<file path="config.mk">
export PLATFORM = sky130hd
export DESIGN_NAME = pfde_queue
export DESIGN_NICKNAME = d
export VERILOG_FILES = /design/src/rtl/pfde_pkg.sv /design/src/rtl/pfde_queue.sv
export SDC_FILE = /design/constraint.sdc
export NUM_CORES = 1
export LEC_CHECK = 0
export BUFFER_PORTS_ARGS = -buffer_cell sky130_fd_sc_hd__buf_2
export CAP_MARGIN = 20
export CORE_ASPECT_RATIO = 1.4
export CORE_UTILIZATION = 52
export CTS_CLUSTER_SIZE = 8
export DETAILED_ROUTE_END_ITERATION = 6
export PLACE_DENSITY_LB_ADDON = 0.08
export REMOVE_ABC_BUFFERS = 1
export SLEW_MARGIN = 20
export SYNTH_ARGS = -nofsm -noshare
export SYNTH_HDL_FRONTEND = slang
export SYNTH_SLANG_ARGS = --single-unit
</file>
<file path="constraint.sdc">
create_clock -name clk -period 6.4 [get_ports clk]
set_input_delay 0.96 -clock clk [delete_from_list [all_inputs] [get_ports clk]]
set_output_delay 0.96 -clock clk [all_outputs]
set_load 0.005 [all_outputs]
</file>
<file path="src/rtl/pfde_pkg.sv">
// Shared types, constants and helpers of the page frame buffer draw engine.
`timescale 1ns / 1ps

package pfde_pkg;

  localparam int DEF_SCREEN_WIDTH  = 128;
  localparam int DEF_SCREEN_HEIGHT = 64;

  // Widths that cover the largest screen the block supports.
  localparam int ADDR_W = 16;
  localparam int COL_W  = 11;
  localparam int ROW_W  = 10;
  localparam int REM_W  = 10;

  localparam int IN_TDATA_W  = 56;
  localparam int IN_TUSER_W  = 3;
  localparam int OUT_TDATA_W = 8;

  localparam logic [2:0] OP_CURSOR = 3'd0;
  localparam logic [2:0] OP_FILL   = 3'd1;
  localparam logic [2:0] OP_PIXEL  = 3'd2;
  localparam logic [2:0] OP_RECT   = 3'd3;
  localparam logic [2:0] OP_READ   = 3'd4;

  localparam logic [1:0] COLOR_WHITE = 2'd0;
  localparam logic [1:0] COLOR_BLACK = 2'd1;

  localparam logic [7:0] BYTE_ONES  = 8'hFF;
  localparam logic [7:0] BYTE_ZEROS = 8'h00;

  // What the back end has to do for one word.
  typedef enum logic [2:0] {
    KIND_NOP   = 3'd0,
    KIND_FILL  = 3'd1,
    KIND_PIXEL = 3'd2,
    KIND_RECT  = 3'd3,
    KIND_READ  = 3'd4
  } kind_t;

  typedef struct packed {
    kind_t              kind;
    logic               black;
    logic [ADDR_W-1:0]  addr;
    logic [ADDR_W-1:0]  base;
    logic [7:0]         mask;
    logic [COL_W-1:0]   col_start;
    logic [COL_W-1:0]   col_end;
    logic [ROW_W-1:0]   row;
    logic [REM_W-1:0]   rem;
  } cmd_t;

  // Rows of one page covered by a rectangle that starts at row offset off
  // and still has rem rows to go.
  function automatic logic [7:0] page_mask(input logic [2:0] off,
                                           input logic [REM_W-1:0] rem);
    logic [7:0] m;
    if (rem >= REM_W'(8)) begin
      m = BYTE_ONES;
    end else begin
      m = (8'd1 << rem[2:0]) - 8'd1;
    end
    return m << off;
  endfunction

endpackage

</file>
<file path="src/rtl/pfde_queue.sv">
// Two-entry command queue between the front end and the back end.
`timescale 1ns / 1ps

module pfde_queue import pfde_pkg::*; (
  input  logic clk,
  input  logic rst_n,
  input  logic push,
  input  cmd_t push_cmd,
  output logic full,
  input  logic pop,
  output logic valid,
  output cmd_t head
);

  logic [1:0] cnt_r, cnt_nxt;
  logic       wr_ptr_r, rd_ptr_r;
  cmd_t       slots_r [2];

  assign full  = (cnt_r == 2'd2);
  assign valid = (cnt_r != 2'd0);
  assign head  = slots_r[rd_ptr_r];

  always_comb begin
    cnt_nxt = cnt_r;
    if (push && !pop) begin
      cnt_nxt = cnt_r + 2'd1;
    end else if (pop && !push) begin
      cnt_nxt = cnt_r - 2'd1;
    end
  end

  always_ff @(posedge clk) begin
    if (!rst_n) begin
      cnt_r    <= '0;
      wr_ptr_r <= 1'b0;
      rd_ptr_r <= 1'b0;
    end else begin
      cnt_r <= cnt_nxt;
      if (push) begin
        wr_ptr_r <= !wr_ptr_r;
      end
      if (pop) begin
        rd_ptr_r <= !rd_ptr_r;
      end
    end
  end

  always_ff @(posedge clk) begin
    if (push) begin
      slots_r[wr_ptr_r] <= push_cmd;
    end
  end

`ifndef SYNTH
  a_no_overflow: assert property (@(posedge clk) disable iff (!rst_n)
    cnt_r != 2'd3)
    else $error("command queue count out of range");
`endif

endmodule

</file>
==> flow_summary_export.csv, run 1 <==
group,metric,value,unit
logic_synthesis,yosys_warnings,0,
critical_path,end_kind,"output pin",
sta,min_period,3.399,ns
clock_network,cts_hold_buf,0,
sta,slew_violations,0,
clock_network,root_buffer,"clkbuf_16",
worst_hold_path,min_path_cells,2,
sta,max_slew_margin,0.5156,
logic_synthesis,ys_ff_latch,177,
place,port_buffers,177,
critical_path,crit_type,"register to output pin",
die,initial_core_util,0.5358,
die,num_io_pins,178,
place,dp_hpwl,7382,um
sta,skew,0.006238,ns
run,cap_violations,0,
logic_synthesis,avgSynthCellArea,22.86,sq um
cells_and_area,layout-drive-gt1-share,0.6105,
route,drc,0,
sta,min_period_over_period,0.5311,
cells_and_area,fin_area,8179,sq um
route,ant_nets,0,
sta,setup_viol,0,
critical_path,r2r_slack,4.41,ns
place,placedInstanceArea,7612,sq um
power_and_ir_drop,ir_drop,0.2087,mV
clock_network,cts.htree.levels,4,
critical_path,cp-start-kind,"register",
route,drt_first_pass_iters,4,
route,viasPerCell,5.050,
logic_synthesis,synth_cells,290,
die,row_count,48,
sta,rsz0062_at_grt,"no",
worst_hold_path,hold_end,"cnt_r[1]",
run_status,status,"completed",
clock_network,post_cts.repair.setup_buffers,0,
grt,grt_max_degree,50,
critical_path,r2r-end,"slots_r[1][6]",
route,drt_iter0_markers,145,
critical_path,worstPathArrival,2.44,ns
route,avgRoutedWirePerCell,17.30,um
power_and_ir_drop,p_leak,3.170,nW
die,die_x,97.43,um
grt,grt_usage,0.1701,
clock_network,cts.sinks,177,
clock_network,ctsLongestPathBuffers,2,
route,vias,3252,
logic_synthesis,ys_seq_area_frac,0.7943,
clock_network,cts.repair.resized,0,
cells_and_area,syn_to_final_growth,23.39,%
grt,first_global_vias,3375,
grt,grt_pass1_wl,16680,um
route,routed_wl,11140,um
worst_hold_path,hold_path_class,"register to register",
grt,antenna_found_initial,2,
die,core,12370,sq um
grt,grt_remaining_overflow,0,
die,dieHeight,135.6,um
clock_network,cts_tree,"done",
sta,hold_viol_final,0,
clock_network,numCtsBuffers,17,
place,place.gp.congestion,0.6876,
cells_and_area,nets,571,
clock_network,clk_pin_slew,0.06,ns
power_and_ir_drop,p_per_area,309.1,nW/um^2
critical_path,rr_worst_depth,2,
sta,fmax,294.2,MHz
die,die_area,13210,sq um
worst_hold_path,worstHoldStart,"cnt_r[1]",
logic_synthesis,synth_area,6629,sq um
critical_path,required,5.44,ns
critical_path,timing.rr.start,"wr_ptr_r",
sta,worst_slew_pin_slew,0.7266,ns
sta,finalSetupTns,0,ns
power_and_ir_drop,power.total,2.528,mW
clock_network,clock_latency,0.40,ns
critical_path,worst-path-max-fanout,45,
logic_synthesis,synth.distinct_cells,19,
-- critical path, cell delays in order (launching register included) --
cell and delay (ns):
dfxtp_4 0.76, buf_4 0.70, mux2_2 0.41, buf_2 0.13
-- power breakdown --
part | switching [mW] | internal [mW]
Combinational | 0.103 | 0.138
Clock | 0.420 | 0.501
Sequential | 0.0263 | 1.34
-- registers in the layout, summed over array words and instances, names as in the netlist, named ones only --
name,count
wr_ptr_r,1
rd_ptr_r,1
cnt_r,2
slots_r,172
-- placed cells by master, fill, tap and decap left out, types with 2 or more instances in the layout --
| master | Yosys | routed |
|---|---|---|
| buf_2 | 4 | 177 |
| mux2_4 | 40 | 40 |
| clkinv_2 | 0 | 2 |
| nor2b_1 | 3 | 2 |
| xor2_1 | 2 | 2 |
| clkinvlp_4 | 0 | 4 |
| clkbuf_16 | 0 | 17 |
| buf_4 | 0 | 3 |
| dfxtp_1 | 5 | 4 |
| inv_6 | 0 | 3 |
| clkinv_4 | 0 | 3 |
| mux2_2 | 46 | 46 |
| edfxtp_1 | 172 | 172 |
| and2_1 | 4 | 3 |
-- synth_stat cells, drive strengths merged --
master | instances | share of area
o21a | 1 | 0.0011
buf | 10 | 0.019
ha | 1 | 0.0019
mux2 | 86 | 0.17
dfxtp | 5 | 0.015
or3 | 1 | 0.00094
or2 | 1 | 0.00094
a21boi | 1 | 0.0011
inv | 1 | 0.00057
nor2b | 3 | 0.0028
xor2 | 2 | 0.0026
xnor2 | 1 | 0.0013
and2 | 4 | 0.0038
edfxtp | 172 | 0.78
o21ai | 1 | 0.00075
-- worst max-delay path by stage --
stage	startpoint	end	slack (ns)	cells after the start
CTS	register	head[82]	2.91	3
finish	register	head[25]	3.00	3
global placement	push	slots_r[0][15]	3.27	3
global route	register	head[82]	2.82	3
detailed placement	push	slots_r[0][15]	3.25	3
floorplan	push	slots_r[0][0]	1.11	1
-- cell families after synthesis --
logic type	count (synthesis)	synth area share
flops	177	0.7943
mux	86	0.1687
simple gates	9	0.008495
fa+ha+maj	1	0.001887
compound gates	3	0.003020
buf+inv	11	0.01963
xor+xnor	3	0.003964
-- stage by stage --
step | utilization | instances | hold WS [ns] | setup WS [ns]
floorplan | - | 280 | 0.4606 | 1.113
global placement | 0.6153 | 610 | 0.4761 | 3.270
detailed placement | 0.6153 | 610 | 0.5273 | 3.248
CTS | 0.6587 | 642 | 0.5373 | 2.907
global route | 0.6609 | 643 | 0.5589 | 2.825
finish | 0.6611 | 644 | 0.5314 | 3.001
-- cell type report --
class / instances / area (sq um)
fillers: 895 / 4193
clock buffers: 18 / 429.2
inverters: 1 / 3.754
flip-flops and latches: 177 / 5269
well taps: 150 / 187.7
multi-input cells: 102 / 1244
clock inverters: 14 / 107.6
repair buffers: 181 / 935.9
diodes: 1 / 2.502
-- layer usage --
| metal | wire length, um | up-vias | global-route usage |
|---|---|---|---|
| met3 | 692 | 7 | 0.06244 |
| li1 | - | 1530 | - |
| met5 | 11 | - | 0 |
| met2 | 6194 | 101 | 0.3112 |
| met1 | 4151 | 1612 | 0.1793 |
| met4 | 93 | 2 | 0.05882 |
Note: power is estimated with default switching activity, not from simulation.
==> run 2: changes to the inputs <==
Settings changed: CORE_UTILIZATION 52 to 47.
Clock period 6.4 ns to 2.79 ns, I/O delays scaled along.
==> flow_summary_export.csv, run 2 (synthesized netlist as in run 1, its figures left out) <==
group,metric,value,unit
run_status,status,"completed",
cells_and_area,top_register,"slots_r",
die,core,13850,sq um
cells_and_area,top_regs,"slots_r: 172 flops, cnt_r: 2 flops",
route,viasPerCell,4.744,
grt,grt_max_degree,76,
route,routed_wl,11390,um
sta,min_period_over_period,0.8124,
place,port_buffers,177,
route,ant_nets,0,
critical_path,cp_cell_sequence,"buf_12 -> mux2_2 -> buf_2",
sta,slew_violations,0,
clock_network,cts_hold_buf,0,
sta,rsz0062_at_grt,"no",
power_and_ir_drop,p_leak,3.212,nW
cells_and_area,fillers,1107,
place,placedInstanceArea,7729,sq um
cells_and_area,final_util,0.5994,
critical_path,cp-start-kind,"register",
cells_and_area,layout-drive-gt1-share,0.6101,
place,dp.cells,648,
place,preCtsSetupSlack,0.9157,ns
grt,antenna_found_initial,1,
route,avgRoutedWirePerCell,16.73,um
sta,setup_slack,0.5235,ns
critical_path,timing.rr.start,"wr_ptr_r",
critical_path,critPathBufInv,2,
clock_network,cts.htree.levels,4,
die,row_count,51,
route,drt_iter0_markers,116,
grt,grt_pass1_wl,16840,um
cells_and_area,most-common-layout-cells,"177 x buf_2, 172 x edfxtp_1, 46 x mux2_2",
clock_network,cts.sinks,177,
die,dieHeight,142.5,um
worst_hold_path,min_path_cells,1,
critical_path,worstPathArrival,1.85,ns
cells_and_area,layout_commonest_cell,"buf_2",
grt,grt_remaining_overflow,0,
critical_path,worst-path-max-fanout,29,
sta,setup_viol,0,
worst_hold_path,hold_end,"slots_r[0][3]",
critical_path,required,2.37,ns
clock_network,root_buffer,"clkbuf_16",
power_and_ir_drop,ir_drop,0.3888,mV
critical_path,crit_type,"register to output pin",
worst_hold_path,hold_path_class,"input pin to register",
power_and_ir_drop,power.total,5.970,mW
sta,max_slew_margin,0.6853,
run,cap_violations,0,
cells_and_area,multi_input_area,1244,sq um
cells_and_area,finalNonFillerCells,681,
critical_path,critPathTopFamily,"flip-flops",
cells_and_area,largest_reg_flops,172,
route,drt_first_pass_iters,4,
critical_path,r2r-end,"slots_r[0][5]",
clock_network,clk_pin_slew,0.06,ns
critical_path,end_kind,"output pin",
cells_and_area,syn_to_final_growth,25.22,%
route,vias,3231,
grt,grt_usage,0.1620,
die,num_io_pins,178,
power_and_ir_drop,p_per_area,719.3,nW/um^2
clock_network,clock_latency,0.41,ns
clock_network,cts.repair.resized,0,
critical_path,slowest_stage,"dfxtp_4",
sta,fmax,441.2,MHz
cells_and_area,nets,573,
die,die_area,14590,sq um
die,initial_core_util,0.4787,
worst_hold_path,worstHoldStart,"push_cmd[3]",
cells_and_area,fin_area,8300,sq um
critical_path,rr_worst_depth,2,
sta,hold_viol_final,0,
cells_and_area,regArea,5269,sq um
clock_network,numCtsBuffers,17,
place,dp_hpwl,7571,um
route,drc,0,
sta,worst_slew_pin_slew,0.4720,ns
sta,min_period,2.267,ns
die,die_x,102.4,um
critical_path,cpPeakStageDelay,0.65,ns
critical_path,r2r_slack,1.30,ns
clock_network,cts_tree,"done",
grt,first_global_vias,3364,
sta,skew,0.007323,ns
clock_network,ctsLongestPathBuffers,2,
critical_path,cp.depth,3,
clock_network,post_cts.repair.setup_buffers,0,
place,place.gp.congestion,0.7624,
==> run 2: cell types whose count changed in the layout (fill, tap and decap cells not counted) <==
cell,before,now
clkinv_4,3,1
buf_4,3,2
bufinv_16,0,2
clkinv_1,1,0
buf_16,1,0
clkinvlp_4,4,2
clkinv_2,2,4
inv_6,3,2
buf_12,0,4
clkbuf_1,1,3
==> run 2: final cells by class <==
class | count | share of cell area
antenna | 1 | 0.0003015
sequential | 177 | 0.6348
timing repair buffer | 183 | 0.1182
inverter | 1 | 0.0004522
clock inverter | 12 | 0.01598
clock buffer | 20 | 0.05261
multi-input combinational | 102 | 0.1498
tap | 185 | 0.02789
==> run 2: worst max-delay path by stage <==
stage                  start             to  slack [ns]
floorplan               push  slots_r[0][0]       -1.96
global placement    register       head[13]        0.94
detailed placement  register       head[20]        0.92
CTS                 register       head[20]        0.46
global route        register        head[5]        0.43
finish              register       head[20]        0.52
==> run 2: per-layer routing <==
metal / up-vias / track usage / wire (um)
met2: 105 / 0.2911 / 6329
met3: 12 / 0.06189 / 793
met5: - / 0 / 13
met1: 1572 / 0.1627 / 4105
met4: 2 / 0.07218 / 151
li1: 1540 / - / -
==> run 2: worst reg2reg max path: cells and delay by family, from the launching register on <==
family	cells	cell delay, ns
buf+inv	1	0.44
simple gates	1	0.36
flops	1	0.34
==> run 2: power by group <==
| group | total [mW] | switching (mW) | internal [mW] |
|---|---|---|---|
| sequential | 3.13 | 0.0542 | 3.07 |
| clock | 2.27 | 0.948 | 1.33 |
| combinational | 0.572 | 0.245 | 0.327 |
| total | 5.97 | 1.25 | 4.72 |
==> run 2: through the flow <==
stage          TNS [ns]  hold slack, ns
6_report              0          0.1876
5_1_grt               0          0.1630
4_1_cts               0          0.1659
3_5_place_dp          0          0.4969
3_3_place_gp          0          0.4690
2_1_floorplan   -243.18          0.4606
==> run 3: changes to the inputs <==
Clock period 2.79 ns to 2.04 ns, I/O delays scaled along.
==> flow_summary_export.csv, run 3 (synthesized netlist as in run 1, its figures left out) <==
group,metric,value,unit
critical_path,slowest_stage,"dfxtp_4",
die,die_x,102.4,um
clock_network,cts.sinks,177,
place,place.gp.congestion,0.7221,
cells_and_area,multi_input_area,1244,sq um
grt,grt_remaining_overflow,0,
place,port_buffers,177,
sta,whs,0.07576,ns
route,viasPerCell,4.835,
power_and_ir_drop,power.total,8.228,mW
cells_and_area,layout-drive-gt1-share,0.6145,
critical_path,timing.rr.start,"wr_ptr_r",
clock_network,root_buffer,"clkbuf_16",
critical_path,critPathTopFamily,"flip-flops",
route,drt_first_pass_iters,4,
grt,grt_pass1_wl,16760,um
critical_path,cpPeakStageDelay,0.43,ns
clock_network,clk_pin_slew,0.07,ns
die,core,13850,sq um
cells_and_area,fillers,1089,
critical_path,end_kind,"output pin",
clock_network,cts_tree,"done",
cells_and_area,nets,577,
sta,worst_slew_pin_slew,0.4630,ns
critical_path,worst-path-max-fanout,33,
die,row_count,51,
sta,min_period,1.887,ns
die,dieHeight,142.5,um
route,vias,3312,
sta,setup_slack,0.1532,ns
cells_and_area,fin_area,8364,sq um
place,dp_hpwl,7788,um
route,ant_nets,0,
critical_path,crit_type,"register to output pin",
cells_and_area,largest_reg_flops,172,
route,avgRoutedWirePerCell,16.95,um
critical_path,r2r-end,"slots_r[1][76]",
clock_network,ctsLongestPathBuffers,2,
cells_and_area,top_regs,"slots_r: 172 flops, cnt_r: 2 flops",
worst_hold_path,min_path_cells,1,
route,drt_iter0_markers,121,
place,preCtsSetupSlack,0.4811,ns
critical_path,cp_cell_sequence,"buf_16 -> mux2_2 -> buf_2",
cells_and_area,regArea,5269,sq um
sta,max_slew_margin,0.6913,
run,cap_violations,0,
clock_network,numCtsBuffers,17,
clock_network,clock_latency,0.41,ns
cells_and_area,most-common-layout-cells,"177 x buf_2, 172 x edfxtp_1, 46 x mux2_2",
sta,setup_viol,0,
sta,finalSetupTns,0,ns
cells_and_area,layout_commonest_cell,"buf_2",
sta,rsz0062_at_grt,"no",
die,initial_core_util,0.4787,
grt,grt_usage,0.1605,
place,placedInstanceArea,7756,sq um
worst_hold_path,worstHoldStart,"push_cmd[24]",
sta,hold_viol_final,0,
critical_path,critPathBufInv,2,
critical_path,required,1.73,ns
critical_path,r2r_slack,0.71,ns
route,routed_wl,11610,um
grt,grt_max_degree,55,
place,dp.cells,650,
run_status,status,"completed",
route,drc,0,
critical_path,rr_worst_depth,2,
clock_network,cts_hold_buf,0,
cells_and_area,syn_to_final_growth,26.18,%
worst_hold_path,hold_path_class,"input pin to register",
grt,antenna_found_initial,3,
cells_and_area,final_util,0.6040,
power_and_ir_drop,p_leak,3.240,nW
cells_and_area,finalNonFillerCells,685,
power_and_ir_drop,ir_drop,0.7010,mV
worst_hold_path,hold_end,"slots_r[0][24]",
cells_and_area,top_register,"slots_r",
critical_path,cp-start-kind,"register",
power_and_ir_drop,p_per_area,983.7,nW/um^2
sta,skew,0.007328,ns
sta,fmax,530.0,MHz
grt,first_global_vias,3450,
die,num_io_pins,178,
clock_network,cts.htree.levels,4,
critical_path,worstPathArrival,1.58,ns
sta,min_period_over_period,0.9249,
sta,slew_violations,0,
die,die_area,14590,sq um
-- run 3: cell types whose count changed in the layout (fill, tap and decap cells not counted), sizes merged --
cell and change:
buf +4, clkbuf -2, inv +2, clkinv -1
diode +1
-- run 3: routing by layer --
metal,part of all wire,up-vias,GRT usage
li1,-,1544,-
met1,0.36,1633,0.1544
met3,0.057,24,0.05305
met5,0.0011,-,0
met2,0.56,109,0.2974
met4,0.027,2,0.07970
-- run 3: layout make-up --
class	count	share of cell area
flip-flops and latches	177	0.6299
well taps	185	0.02767
multi-input cells	102	0.1487
inverters	1	0.0004488
clock buffers	18	0.05131
repair buffers	187	0.1233
clock inverters	13	0.01810
diodes	2	0.0005984
-- run 3: worst max path at each step --
stage	endpoint	cells after the start	from
after floorplan	slots_r[0][0]	1	wr_ptr_r
after CTS	head[18]	3	register
final	head[84]	3	register
after global placement	head[84]	3	register
after global routing	head[12]	3	register
after detailed placement	head[18]	3	register
-- run 3: worst reg2reg max path: stages, from the launching register on --
cell	delay [ns]
dfxtp_1	0.39
and2_4	0.18
buf_4	0.38
-- run 3: power breakdown --
part	switching [mW]	internal, mW	total, mW
combinational	0.361	0.463	0.824
clock	1.33	1.82	3.15
sequential	0.0558	4.20	4.26
-- run 3: timing repair --
| action | in CTS | in global routing |
|---|---|---|
| setup buffers | 0 | 2 |
| endpoints found under the setup margin | 0 | 13 |
| gates resized for setup | 0 | 1 |
