### src/rtl/pfde_pkg.sv
// Shared types, constants and helpers of the page frame buffer draw engine.
`timescale 1ns / 1ps

package pfde_pkg;

  localparam int DEF_SCREEN_WIDTH  = 128;
  localparam int DEF_SCREEN_HEIGHT = 64;

  // Widths that cover the largest screen the block supports.
  localparam int ADDR_W = 16;
  localparam int COL_W  = 11;
  localparam int ROW_W  = 10;
  localparam int REM_W  = 10;

  localparam int IN_TDATA_W  = 56;
  localparam int IN_TUSER_W  = 3;
  localparam int OUT_TDATA_W = 8;

  localparam logic [2:0] OP_CURSOR = 3'd0;
  localparam logic [2:0] OP_FILL   = 3'd1;
  localparam logic [2:0] OP_PIXEL  = 3'd2;
  localparam logic [2:0] OP_RECT   = 3'd3;
  localparam logic [2:0] OP_READ   = 3'd4;

  localparam logic [1:0] COLOR_WHITE = 2'd0;
  localparam logic [1:0] COLOR_BLACK = 2'd1;

  localparam logic [7:0] BYTE_ONES  = 8'hFF;
  localparam logic [7:0] BYTE_ZEROS = 8'h00;

  // What the back end has to do for one word.
  typedef enum logic [2:0] {
    KIND_NOP   = 3'd0,
    KIND_FILL  = 3'd1,
    KIND_PIXEL = 3'd2,
    KIND_RECT  = 3'd3,
    KIND_READ  = 3'd4
  } kind_t;

  typedef struct packed {
    kind_t              kind;
    logic               black;
    logic [ADDR_W-1:0]  addr;
    logic [ADDR_W-1:0]  base;
    logic [7:0]         mask;
    logic [COL_W-1:0]   col_start;
    logic [COL_W-1:0]   col_end;
    logic [ROW_W-1:0]   row;
    logic [REM_W-1:0]   rem;
  } cmd_t;

  // Rows of one page covered by a rectangle that starts at row offset off
  // and still has rem rows to go.
  function automatic logic [7:0] page_mask(input logic [2:0] off,
                                           input logic [REM_W-1:0] rem);
    logic [7:0] m;
    if (rem >= REM_W'(8)) begin
      m = BYTE_ONES;
    end else begin
      m = (8'd1 << rem[2:0]) - 8'd1;
    end
    return m << off;
  endfunction

endpackage

### src/rtl/pfde_front.sv
// Command front end: takes input words, keeps the cursor and classifies commands.
`timescale 1ns / 1ps

module pfde_front import pfde_pkg::*; #(
  parameter int SCREEN_WIDTH  = DEF_SCREEN_WIDTH,
  parameter int SCREEN_HEIGHT = DEF_SCREEN_HEIGHT
) (
  input  logic                   clk,
  input  logic                   rst_n,
  input  logic                   in_tvalid,
  output logic                   in_tready,
  input  logic [IN_TDATA_W-1:0]  in_tdata,
  input  logic [IN_TUSER_W-1:0]  in_tuser,
  input  logic                   q_full,
  input  logic                   clearing,
  output logic                   q_push,
  output cmd_t                   q_cmd
);

  localparam int PAGES       = (SCREEN_HEIGHT + 7) / 8;
  localparam int STORE_BYTES = SCREEN_WIDTH * PAGES;
  localparam int CCW         = $clog2(SCREEN_WIDTH + 1);
  localparam int CRW         = $clog2(SCREEN_HEIGHT + 1);

  logic [CCW-1:0] cur_col_r, cur_col_nxt;
  logic [CRW-1:0] cur_row_r, cur_row_nxt;

  logic [2:0]  op;
  logic [9:0]  pos_x, pos_y, rect_width, rect_height, read_index;
  logic [1:0]  color;
  logic        color_ok;
  logic        accept;
  logic [11:0] col_sum, col_end;
  logic        rect_empty;
  logic [ADDR_W-1:0] page_base;

  assign op          = in_tuser;
  assign pos_x       = in_tdata[9:0];
  assign pos_y       = in_tdata[19:10];
  assign rect_width  = in_tdata[29:20];
  assign rect_height = in_tdata[39:30];
  assign color       = in_tdata[41:40];
  assign read_index  = in_tdata[51:42];

  assign in_tready = !q_full && !clearing;
  assign accept    = in_tvalid && in_tready;
  assign q_push    = accept;
  assign color_ok  = (color == COLOR_BLACK) || (color == COLOR_WHITE);

  assign col_sum = 12'(cur_col_r) + 12'(rect_width);
  assign col_end = (col_sum > 12'(SCREEN_WIDTH)) ? 12'(SCREEN_WIDTH) : col_sum;
  assign rect_empty = (rect_width == '0) || (rect_height == '0) ||
                      (12'(cur_col_r) >= 12'(SCREEN_WIDTH)) ||
                      (12'(cur_row_r) >= 12'(SCREEN_HEIGHT));
  assign page_base = ADDR_W'(32'(cur_row_r >> 3) * 32'(SCREEN_WIDTH));

  always_comb begin
    cur_col_nxt = cur_col_r;
    cur_row_nxt = cur_row_r;
    q_cmd       = '0;
    q_cmd.kind  = KIND_NOP;
    q_cmd.black = (color == COLOR_BLACK);
    case (op)
      OP_CURSOR: begin
        if (accept) begin
          cur_col_nxt = (11'(pos_x) > 11'(SCREEN_WIDTH)) ? CCW'(SCREEN_WIDTH) : CCW'(pos_x);
          cur_row_nxt = (11'(pos_y) > 11'(SCREEN_HEIGHT)) ? CRW'(SCREEN_HEIGHT) : CRW'(pos_y);
        end
      end
      OP_FILL: begin
        if (color_ok) begin
          q_cmd.kind = KIND_FILL;
        end
      end
      OP_PIXEL: begin
        if (color_ok && (12'(pos_x) < 12'(SCREEN_WIDTH)) &&
            (12'(pos_y) < 12'(SCREEN_HEIGHT))) begin
          q_cmd.kind      = KIND_PIXEL;
          q_cmd.addr      = ADDR_W'(32'(pos_y[9:3]) * 32'(SCREEN_WIDTH) + 32'(pos_x));
          q_cmd.mask      = 8'd1 << pos_y[2:0];
          q_cmd.col_start = '0;
          q_cmd.col_end   = COL_W'(1);
          q_cmd.rem       = '0;
        end
      end
      OP_RECT: begin
        if (color_ok && !rect_empty) begin
          q_cmd.kind      = KIND_RECT;
          q_cmd.base      = page_base;
          q_cmd.addr      = page_base + ADDR_W'(cur_col_r);
          q_cmd.col_start = COL_W'(cur_col_r);
          q_cmd.col_end   = COL_W'(col_end);
          q_cmd.row       = ROW_W'(cur_row_r);
          q_cmd.rem       = rect_height;
          q_cmd.mask      = page_mask(3'(cur_row_r), rect_height);
        end
      end
      OP_READ: begin
        if (32'(read_index) < 32'(STORE_BYTES)) begin
          q_cmd.kind = KIND_READ;
          q_cmd.addr = ADDR_W'(read_index);
        end
      end
      default: begin
        q_cmd.kind = KIND_NOP;
      end
    endcase
  end

  always_ff @(posedge clk) begin
    if (!rst_n) begin
      cur_col_r <= '0;
      cur_row_r <= '0;
    end else begin
      cur_col_r <= cur_col_nxt;
      cur_row_r <= cur_row_nxt;
    end
  end

endmodule

### config.mk
export PLATFORM = sky130hd
export DESIGN_NAME = pfde_front
export DESIGN_NICKNAME = d
export VERILOG_FILES = /design/src/rtl/pfde_pkg.sv /design/src/rtl/pfde_front.sv
export SDC_FILE = /design/constraint.sdc
export NUM_CORES = 1
export LEC_CHECK = 0
export ABC_AREA = 1
export BUFFER_PORTS_ARGS = -buffer_cell sky130_fd_sc_hd__buf_2
export CAP_MARGIN = 10
export CORE_UTILIZATION = 48
export CTS_CLUSTER_SIZE = 12
export DETAILED_ROUTE_END_ITERATION = 8
export PLACE_DENSITY_LB_ADDON = 0.05
export REMOVE_ABC_BUFFERS = 1
export SYNTH_ARGS = -nofsm -noshare
export SYNTH_HDL_FRONTEND = slang
export SYNTH_SLANG_ARGS = --single-unit
export TNS_END_PERCENT = 20
### constraint.sdc
create_clock -name clk -period 5.3 [get_ports clk]
set_input_delay 0.53 -clock clk [delete_from_list [all_inputs] [get_ports clk]]
set_output_delay 0.53 -clock clk [all_outputs]
set_load 0.005 [all_outputs]
==> key figures, run 1 <==
Drt
  – Highest routing layer actually used: met4
  – DR WL met3: slightly above 400 µm
  – Total met2 wirelength after detailed routing: about 3.1 mm
  – Total wire length after detailed routing: ~6.6 mm
  – DR iter-0 viols: roughly 130
  – Detailed-route wire length per cell: 10.8 µm
  – Detailed-route via count: 2933
  – Detailed-route wire length on metal 1: approximately 3.0 mm
  – Drt via density: around 4.8
  – Initial DRT Pass Iterations: 4
  – Count of unresolved DRC violations after routing: 0
  – Number of antenna-violating nets in the routed design: 0

Timing
  – Clock Skew: 0 ns
  – Achievable Freq: 0.345 GHz
  – Relative slew margins: around 46%
  – Worst Hold Margin: about 0.49 ns
  – Number of max-slew violations in the final report: 0
  – Least-Margin Pin Slew: between 0.7 and 0.8 ns
  – Endpoints failing hold: 0
  – RSZ-0062 raised after global routing: no
  – Accumulated negative setup slack: 0 ns
  – Number of setup violations in the final report: 0
  – Shortest period the worst path allows: roughly 2.9 ns
  – Final worst path period share: a little over half
  – Setup ws final: 2.40 ns

Status
  – Status: finished clean

Synthesis
  – Number of enable-type register cells in the synthesized netlist: 0
  – Most frequently used flop master after synthesis: dfxtp_1
  – Top area cells in the synthesized netlist: nand2_1, dfxtp_1, buf_4
  – Cell Area, Synth: roughly 2500 µm²
  – Most numerous cell in the Yosys netlist: nand2_1
  – Number of warnings reported in the yosys synthesis log: 0
  – Sequential element share of the synthesized area: 12.0%
  – Flip-flop and latch count after synthesis: 15
  – Leading post-synthesis cells by instance count: nand2_1, inv_1, nor2_1
  – Average instance area after synthesis: about 5.8 µm²
  – Async S/R FF share, synth: 0%
  – Yosys top cell by area: nand2_1
  – Share of the synthesized area in the top cell type: around 16%
  – Gate count of the mapped netlist: roughly 430
  – Unique masters post-synth: 38

Clock tree
  – Number of buffers on the longest clock path: 2
  – Clock tree from TritonCTS: done
  – Number of levels the H-tree was split into: 1
  – CTS root buffer: clkbuf_8
  – Insertion delay to the later sink of the worst-skew pair: ~0.25 ns
  – CTS Buf Count: 3
  – Post-cts hold buffer count: 0
  – Clock slew seen by the registers of the worst setup and hold paths: about 0.060 ns
  – Post-CTS setup buffer count: 0
  – Resized cells post-CTS: 0
  – Clock sink count: 15

GRT
  – Total routing usage reported by global routing: 23.8%
  – Maximum number of pins on one net before global-route repair: 37
  – Remaining global-route overflow: 0
  – Number of global-route vias before repair: between 2000 and 2500
  – First-pass GRT wire length: 10.4 mm
  – Antenna violations before repair: 0

Placed design
  – Routability congestion estimate from global placement: 0.906
  – Minimum setup slack after placement: between 2 and 2.5 ns
  – Instance count after placement with tap cells included: 602
  – Standard cell area after detailed placement: around 3000 µm²
  – Post-DP HPWL: 5.47 mm
  – IO buf count: roughly 120

Die
  – Die Wd: approximately 74 µm
  – Effective utilization at floorplan: around 51%
  – Placeable core region: ~5000 µm²
  – Core Rows: 25
  – Area of the die: ~5500 µm²
  – Ports placed on the boundary: 152
  – Die Y-Extent: about 74 µm

Power and ir drop
  – Power per unit of standard cell area: between 100 and 150 nW/µm²
  – Leakage: 1.82 nW
  – Worst voltage drop across the vdd grid: roughly 0.089 mV
  – Final Power: around 0.32 mW

Finish
  – Fillers: 535
  – Sequential cell area: about 300 µm²
  – Cell area after layout: between 3000 and 4000 µm²
  – Fraction of layout instances using a drive strength above 1: 28.0%
  – Number of nets at the end of the flow: approximately 620
  – Area occupied by multi-input gates: around 1700 µm²
  – Final standard cell utilization of the core: approximately 62%
  – Relative area change from synthesis to final layout: 21.2%
  – Diodes inserted: 0
  – Cell Count, Final, Fillers Out: about 610

Setup path
  – Required time of the critical path: about 4.8 ns
  – Startpoint type of the worst setup path: register
  – Worst-path fanout max: 5
  – Minimum setup slack among reg-to-reg paths: 4.41 ns
  – Kind of critical path: reg -> out
  – Arrival time at the worst endpoint: approximately 2.4 ns
  – Worst Setup End Kind: output pin

Job
  – Maxcap violations: 0

Hold path
  – Worst min-delay path class: reg -> reg
-- flip-flops by register name, indices dropped and copies added, names as in the netlist --
register   cells
cur_col_r      8
cur_row_r      7
-- cell type report --
cell class	count	area share [%]
inverters	70	8.74
clock inverters	1	0.165
well taps	67	2.76
repair buffers	118	19.5
multi-input cells	332	57.6
flip-flops and latches	15	9.90
clock buffers	3	1.36
-- final timing paths --
kind	from	cells past startpoint	endpoint
hold / removal	cur_row_r[3]$_SDFFE_PN0P_	2	cur_row_r[3]$_SDFFE_PN0P_
setup / recovery	cur_col_r[0]$_SDFFE_PN0P_	13	q_cmd[21]
hold reg to reg	cur_row_r[3]$_SDFFE_PN0P_	2	cur_row_r[3]$_SDFFE_PN0P_
setup reg to reg	cur_row_r[1]$_SDFFE_PN0P_	2	cur_row_r[1]$_SDFFE_PN0P_
-- layout by cell type (no fill, tap or decap), types with 2 or more instances in the layout --
master and instances:
nor2_2 6, nand3_1 42, buf_2 118, inv_1 65
xnor2_1 2, dfxtp_1 15, o21ai_0 12, nor2_4 2
a21oi_1 20, conb_1 29, fa_1 2, inv_2 4
o21ai_1 3, nand3_2 2, nand4_1 9, ha_1 13
a211oi_1 6, clkbuf_8 3, nor2_1 55, o211ai_2 7
nor3_4 2, nor3_1 3, nand2_1 106
-- where the power goes --
group | leakage, nW | switching (mW) | internal [mW]
logic | 1.67 | 0.0675 | 0.0420
registers | 0.121 | 0.00133 | 0.114
clock network | 0.0255 | 0.0420 | 0.0521
total | 1.82 | 0.111 | 0.208
-- cells by family (layout without fill, tap and decap cells) --
kind of cell / count (synthesis) / count (layout) / synth area share (%)
AND/OR/NAND/NOR: 233 / 233 / 42.5
buffers and inverters: 110 / 192 / 22.4
AO/OA/AOI/OAI: 53 / 53 / 14.2
adder cells (fa/ha/maj): 15 / 15 / 8.10
flip-flops: 15 / 15 / 12.0
XOR/XNOR: 2 / 2 / 0.700
other: 1 / 29 / 0.150
-- critical path: stages, from the launching register on --
cell,delay [ns]
dfxtp_1,0.37
ha_1,0.18
inv_1,0.05
fa_1,0.38
inv_1,0.11
nand2_1,0.06
nand2_1,0.09
nand3_1,0.11
nand2_1,0.08
nor2_1,0.06
nor3_4,0.26
nand3_2,0.13
nor2_1,0.11
buf_2,0.12
-- per-layer routing --
metal  GRT usage (%)  up-vias
li1                -     1543
met1            31.4     1271
met2            42.0      114
met3            1.36        5
met4            6.29        0
met5               0        -
Note: power is estimated with default switching activity, not from simulation.
==> run 2: changes to the inputs <==
- ABC_AREA: 1 -> 0
- CORE_UTILIZATION: 48 -> 39
- clock period: 5.3 -> 2.5 ns (I/O delays scaled with it)
==> run 2 against run 1 <==
Effect of this change: critical path type unchanged; area after synthesis is 11% lower; highest routed layer unchanged; utilization is 5.4 points lower; first-iteration DRC count is 6.7% higher; combinational power is 110% higher; cell area is 3.1% higher; final cell count is 15% lower; the run now ends with negative setup slack left; via count is 7.4% lower.
==> key figures, run 2 <==
Setup path
  – Cell-by-cell listing of the critical path: ha_4 > buf_4 > a211oi_4 > o31ai_4 > buf_4 > a31oi_1 > xnor2_1 > or4_1 > nor2_1 > buf_2 (was ha_1 > inv_1 > fa_1 > inv_1 > nand2_1 > nand2_1 > nand3_1 > nand2_1 > nor2_1 > nor3_4 > nand3_2 > nor2_1 > buf_2)
  – Worst r2r path cells: 2 (unchanged)
  – Kind of critical path: reg -> out (unchanged)
  – Crit Reg-Reg Endpoint: cur_col_r[7]$_SDFFE_PN0P_ (was cur_row_r[1]$_SDFFE_PN0P_)
  – Startpoint type of the worst setup path: register (unchanged)
  – Minimum setup slack among reg-to-reg paths: 1.69 ns (was 4.41 ns)
  – Required time of the critical path: 2.25 ns (was 4.77 ns)
  – Launch point of the worst reg-to-reg path: cur_col_r[7]$_SDFFE_PN0P_ (was cur_row_r[1]$_SDFFE_PN0P_)
  – Largest stage delay on the critical path: 0.51 ns (was 0.38 ns)
  – Worst setup startpoint: cur_col_r[0]$_SDFFE_PN0P_ (unchanged)
  – Cell with the most instances on the worst path: buf_4 (was nand2_1)
  – Arrival time at the worst endpoint: 2.48 ns (was 2.37 ns)
  – Worst Setup End Kind: output pin (unchanged)
  – Worst-path cell with the longest stage delay: or4_1 (was fa_1)
  – End of the critical path: q_cmd[26] (was q_cmd[21])
  – Worst-path fanout max: 3 (was 5)

Timing
  – RSZ-0062 raised after global routing: yes (was no)
  – Shortest period the worst path allows: between 2 and 3 ns
  – Endpoints failing hold: 0 (unchanged)
  – Achievable Freq: 0.366 GHz
  – Final worst path period share: 109%
  – Least-Margin Pin Slew: 0.553 ns (was 0.800 ns)
  – Number of max-slew violations in the final report: 0 (unchanged)
  – Relative slew margins: 62.8% (was 46.3%)
  – Clock Skew: 0 ns (unchanged)
  – Setup ws final: -0.234 ns (was 2.40 ns)
  – Number of setup violations in the final report: 8 (was 0)

GRT
  – First-pass GRT wire length: 11.5 mm (was 10.4 mm)
  – Total routing usage reported by global routing: 23.5% (was 23.8%)
  – Antenna violations before repair: 0 (unchanged)
  – Maximum number of pins on one net before global-route repair: 18 (was 37)
  – Number of global-route vias before repair: 2450 (was 2400)
  – Remaining global-route overflow: 0 (unchanged)

Synthesis
  – Number of warnings reported in the yosys synthesis log: 0 (unchanged)
  – Top area cells in the synthesized netlist: dfxtp_1, buf_4, ha_1 (was nand2_1, dfxtp_1, buf_4)
  – Most numerous cell in the Yosys netlist: nand2_1 (unchanged)
  – Share of the synthesized area in the top cell type: 13.5% (was 15.9%)
  – Average instance area after synthesis: 7.11 µm² (was 5.84 µm²)
  – Number of enable-type register cells in the synthesized netlist: 0 (unchanged)
  – Cell Area, Synth: 2230 µm² (was 2500 µm²)
  – Gate count of the mapped netlist: 314 (was 429)
  – Async S/R FF share, synth: 0% (unchanged)
  – Dominant combinational cell family by area after synthesis: simple AND/OR/NAND/NOR gates (unchanged)
  – Flip-flop and latch count after synthesis: 15 (unchanged)
  – Most frequently used flop master after synthesis: dfxtp_1 (unchanged)
  – Post-synthesis xor/xnor area fraction: 2.75% (was 0.700%)
  – Synth Area in Compound Gates: 23.9% (was 14.2%)
  – Simple-gate portion of the synthesized area: 34.6% (was 42.5%)
  – Proportion of synthesized area in mux cells: 0% (unchanged)
  – Yosys top cell by area: dfxtp_1 (was nand2_1)
  – Sequential element share of the synthesized area: 13.5% (was 12.0%)
  – Leading post-synthesis cells by instance count: nand2_1, buf_4, and3_1, nor2_1, nand3_1 (was nand2_1, inv_1, nor2_1)
  – Arithmetic-cell share of the synthesized area counting full adders, half adders and majority gates: 9.53% (was 8.10%)
  – Unique masters post-synth: 61 (was 38)

Clock tree
  – Clock tree from TritonCTS: done (unchanged)
  – Clock slew seen by the registers of the worst setup and hold paths: 0.07 ns (was 0.06 ns)
  – CTS root buffer: clkbuf_8 (unchanged)
  – Number of buffers on the longest clock path: 2 (unchanged)
  – Clock sink count: 15 (unchanged)
  – Insertion delay to the later sink of the worst-skew pair: 0.25 ns (about the same)
  – CTS Buf Count: 3 (unchanged)
  – Number of levels the H-tree was split into: 1 (unchanged)

Die
  – Die Y-Extent: 77.7 µm (was 74.2 µm)
  – Ports placed on the boundary: 152 (unchanged)
  – Placeable core region: 5510 µm² (was 4880 µm²)
  – Area of the die: 6030 µm² (was 5510 µm²)
  – Effective utilization at floorplan: 40.5% (was 51.3%)
  – Core Rows: 27 (was 25)
  – Die Wd: 77.7 µm (was 74.2 µm)

Finish
  – Registers with the most flip-flops: cur_col_r x8, cur_row_r x7 (unchanged)
  – Most common cell after layout, fill and taps aside: buf_2 (unchanged)
  – Fillers: 571 (was 535)
  – Relative area change from synthesis to final layout: 40.1% (was 21.2%)
  – Number of flip-flops under the largest register name: 8 (unchanged)
  – Fraction of layout instances using a drive strength above 1: 41.6% (was 28.0%)
  – Diodes inserted: 0 (unchanged)
  – Leading cell types in the layout, fill and taps excluded: buf_2, nand2_1, conb_1 (was buf_2, nand2_1, inv_1)
  – Number of nets at the end of the flow: 522 (was 619)
  – Cell area after layout: 3130 µm² (was 3030 µm²)
  – Largest Register: cur_col_r (unchanged)

Placed design
  – Routability congestion estimate from global placement: 0.884 (was 0.906)
  – Post-DP HPWL: 5.45 mm (was 5.47 mm)
  – IO buf count: 118 (unchanged)
  – Minimum setup slack after placement: -0.159 ns (was 2.39 ns)
  – Standard cell area after detailed placement: 2880 µm² (was 2990 µm²)

Power and ir drop
  – Power per unit of standard cell area: 216 nW/µm² (was 105 nW/µm²)
  – Flop pwr share: 35.5% (was 36.2%)
  – Worst voltage drop across the vdd grid: 0.223 mV (was 0.0892 mV)
  – Clk network pwr share: 30.2% (was 29.5%)
  – Net switching power of the design: 0.221 mW (was 0.111 mW)
  – Internal Power: 0.454 mW (was 0.208 mW)
  – Gate power share: 34.2% (was 34.3%)
  – Fraction of power spent switching nets: 32.8% (was 34.7%)
  – Leakage: 1.61 nW (was 1.82 nW)

Drt
  – DR iter-0 viols: 143 (was 134)
  – Number of antenna-violating nets in the routed design: 0 (unchanged)
  – Count of unresolved DRC violations after routing: 0 (unchanged)
  – Initial DRT Pass Iterations: 4 (unchanged)
  – Detailed-route wire length per cell: 13.9 µm (was 10.8 µm)
  – Detailed-route via count: 2716 (was 2933)
  – Total wire length after detailed routing: 7.13 mm (was 6.57 mm)
  – Drt via density: 5.28 (was 4.84)

Hold path
  – Worst min-delay path class: in -> reg (was reg -> reg)

Status
  – Failing checks: negative setup slack
  – Status: finished with violations (was finished clean)

Job
  – Maxcap violations: 0 (unchanged)
-- run 2: changes by cell type after synthesis, sizes merged, moves of 9 or more --
cell	before	now
nor2	63	19
nand2b	0	9
nand2	108	39
clkbuf	1	12
inv	70	7
and3	0	20
a21boi	1	14
a22oi	0	10
nand3	44	17
a21oi	20	11
-- run 2: what timing repair did --
| action | 4_1_cts | 5_1_grt |
|---|---|---|
| pin swaps | 12 | 3 |
| setup endpoints to repair | 9 | 10 |
| setup buffers | 1 | 2 |
| hold buffers | 0 | 0 |
| gates resized for setup | 21 | 10 |
-- run 2: how the worst min path moves through the flow --
| stage | from | endpoint | slack, ns | cells after the start |
|---|---|---|---|---|
| 5_1_grt | in_tdata[4] | cur_col_r[4]$_SDFFE_PN0P_ | 0.27 | 3 |
| 3_5_place_dp | cur_col_r[1]$_SDFFE_PN0P_ | cur_col_r[1]$_SDFFE_PN0P_ | 0.48 | 2 |
| 6_report | in_tdata[0] | cur_col_r[0]$_SDFFE_PN0P_ | 0.26 | 3 |
| 4_1_cts | in_tdata[0] | cur_col_r[0]$_SDFFE_PN0P_ | 0.25 | 3 |
| 2_1_floorplan | rst_n | cur_col_r[7]$_SDFFE_PN0P_ | 0.38 | 1 |
| 3_3_place_gp | cur_row_r[3]$_SDFFE_PN0P_ | cur_row_r[3]$_SDFFE_PN0P_ | 0.47 | 2 |
-- run 2: cell type report --
type	instances	area, µm²	area share (%)
clock buffer	3	41.3	1.32
timing repair buffer	145	793	25.4
sequential	15	304	9.72
clock inverter	1	7.51	0.240
tap	72	90.1	2.88
inverter	7	26.3	0.840
multi-input combinational	271	1860	59.6
-- run 2: kinds of logic (layout without fill, tap and decap cells) --
logic type | Yosys count | in the layout
AND/OR/NAND/NOR | 142 | 142
AO/OA/AOI/OAI | 77 | 77
buffers and inverters | 56 | 156
adder cells (fa/ha/maj) | 16 | 16
flip-flops | 15 | 15
XOR/XNOR | 7 | 7
other | 1 | 29
-- run 2: metal layers --
layer | vias to the layer above | track usage [%] | part of all wire [%]
li1 | 1335 | - | -
met1 | 1246 | 29.5 | 43
met2 | 126 | 40.8 | 48
met3 | 9 | 2.94 | 7.0
met4 | 0 | 8.68 | 1.3
met5 | - | 0 | 0
-- run 2: power by group through the flow --
stage | registers [mW] | clock network [mW] | logic [mW]
after floorplan | 0.245 | 0 | 0.0922
after global placement | 0.245 | 0 | 0.206
after detailed placement | 0.245 | 0 | 0.209
after CTS | 0.240 | 0.212 | 0.219
after global routing | 0.240 | 0.225 | 0.257
final | 0.240 | 0.204 | 0.231
-- run 2: worst max-delay path, delay by kind of cell (launching register included) --
family	cells	cell delay [ns]
AOI/OAI and AO/OA	3	0.58
DFF	1	0.34
adders and majority gates	1	0.16
and+or+nand+nor	2	0.61
buffers and inverters	3	0.40
xor gates and xnor gates	1	0.13
-- run 2: per-stage QoR --
stage	instances	setup TNS [ns]	hold slack [ns]	power, mW	util, %
global placement	507	-0.310	0.466	0.452	52.2
floorplan	293	0	0.383	0.337	-
CTS	512	-0.841	0.253	0.670	55.1
detailed placement	507	-0.578	0.478	0.454	52.2
global route	514	-2.07	0.265	0.722	56.8
finish	514	-1.25	0.258	0.676	56.8
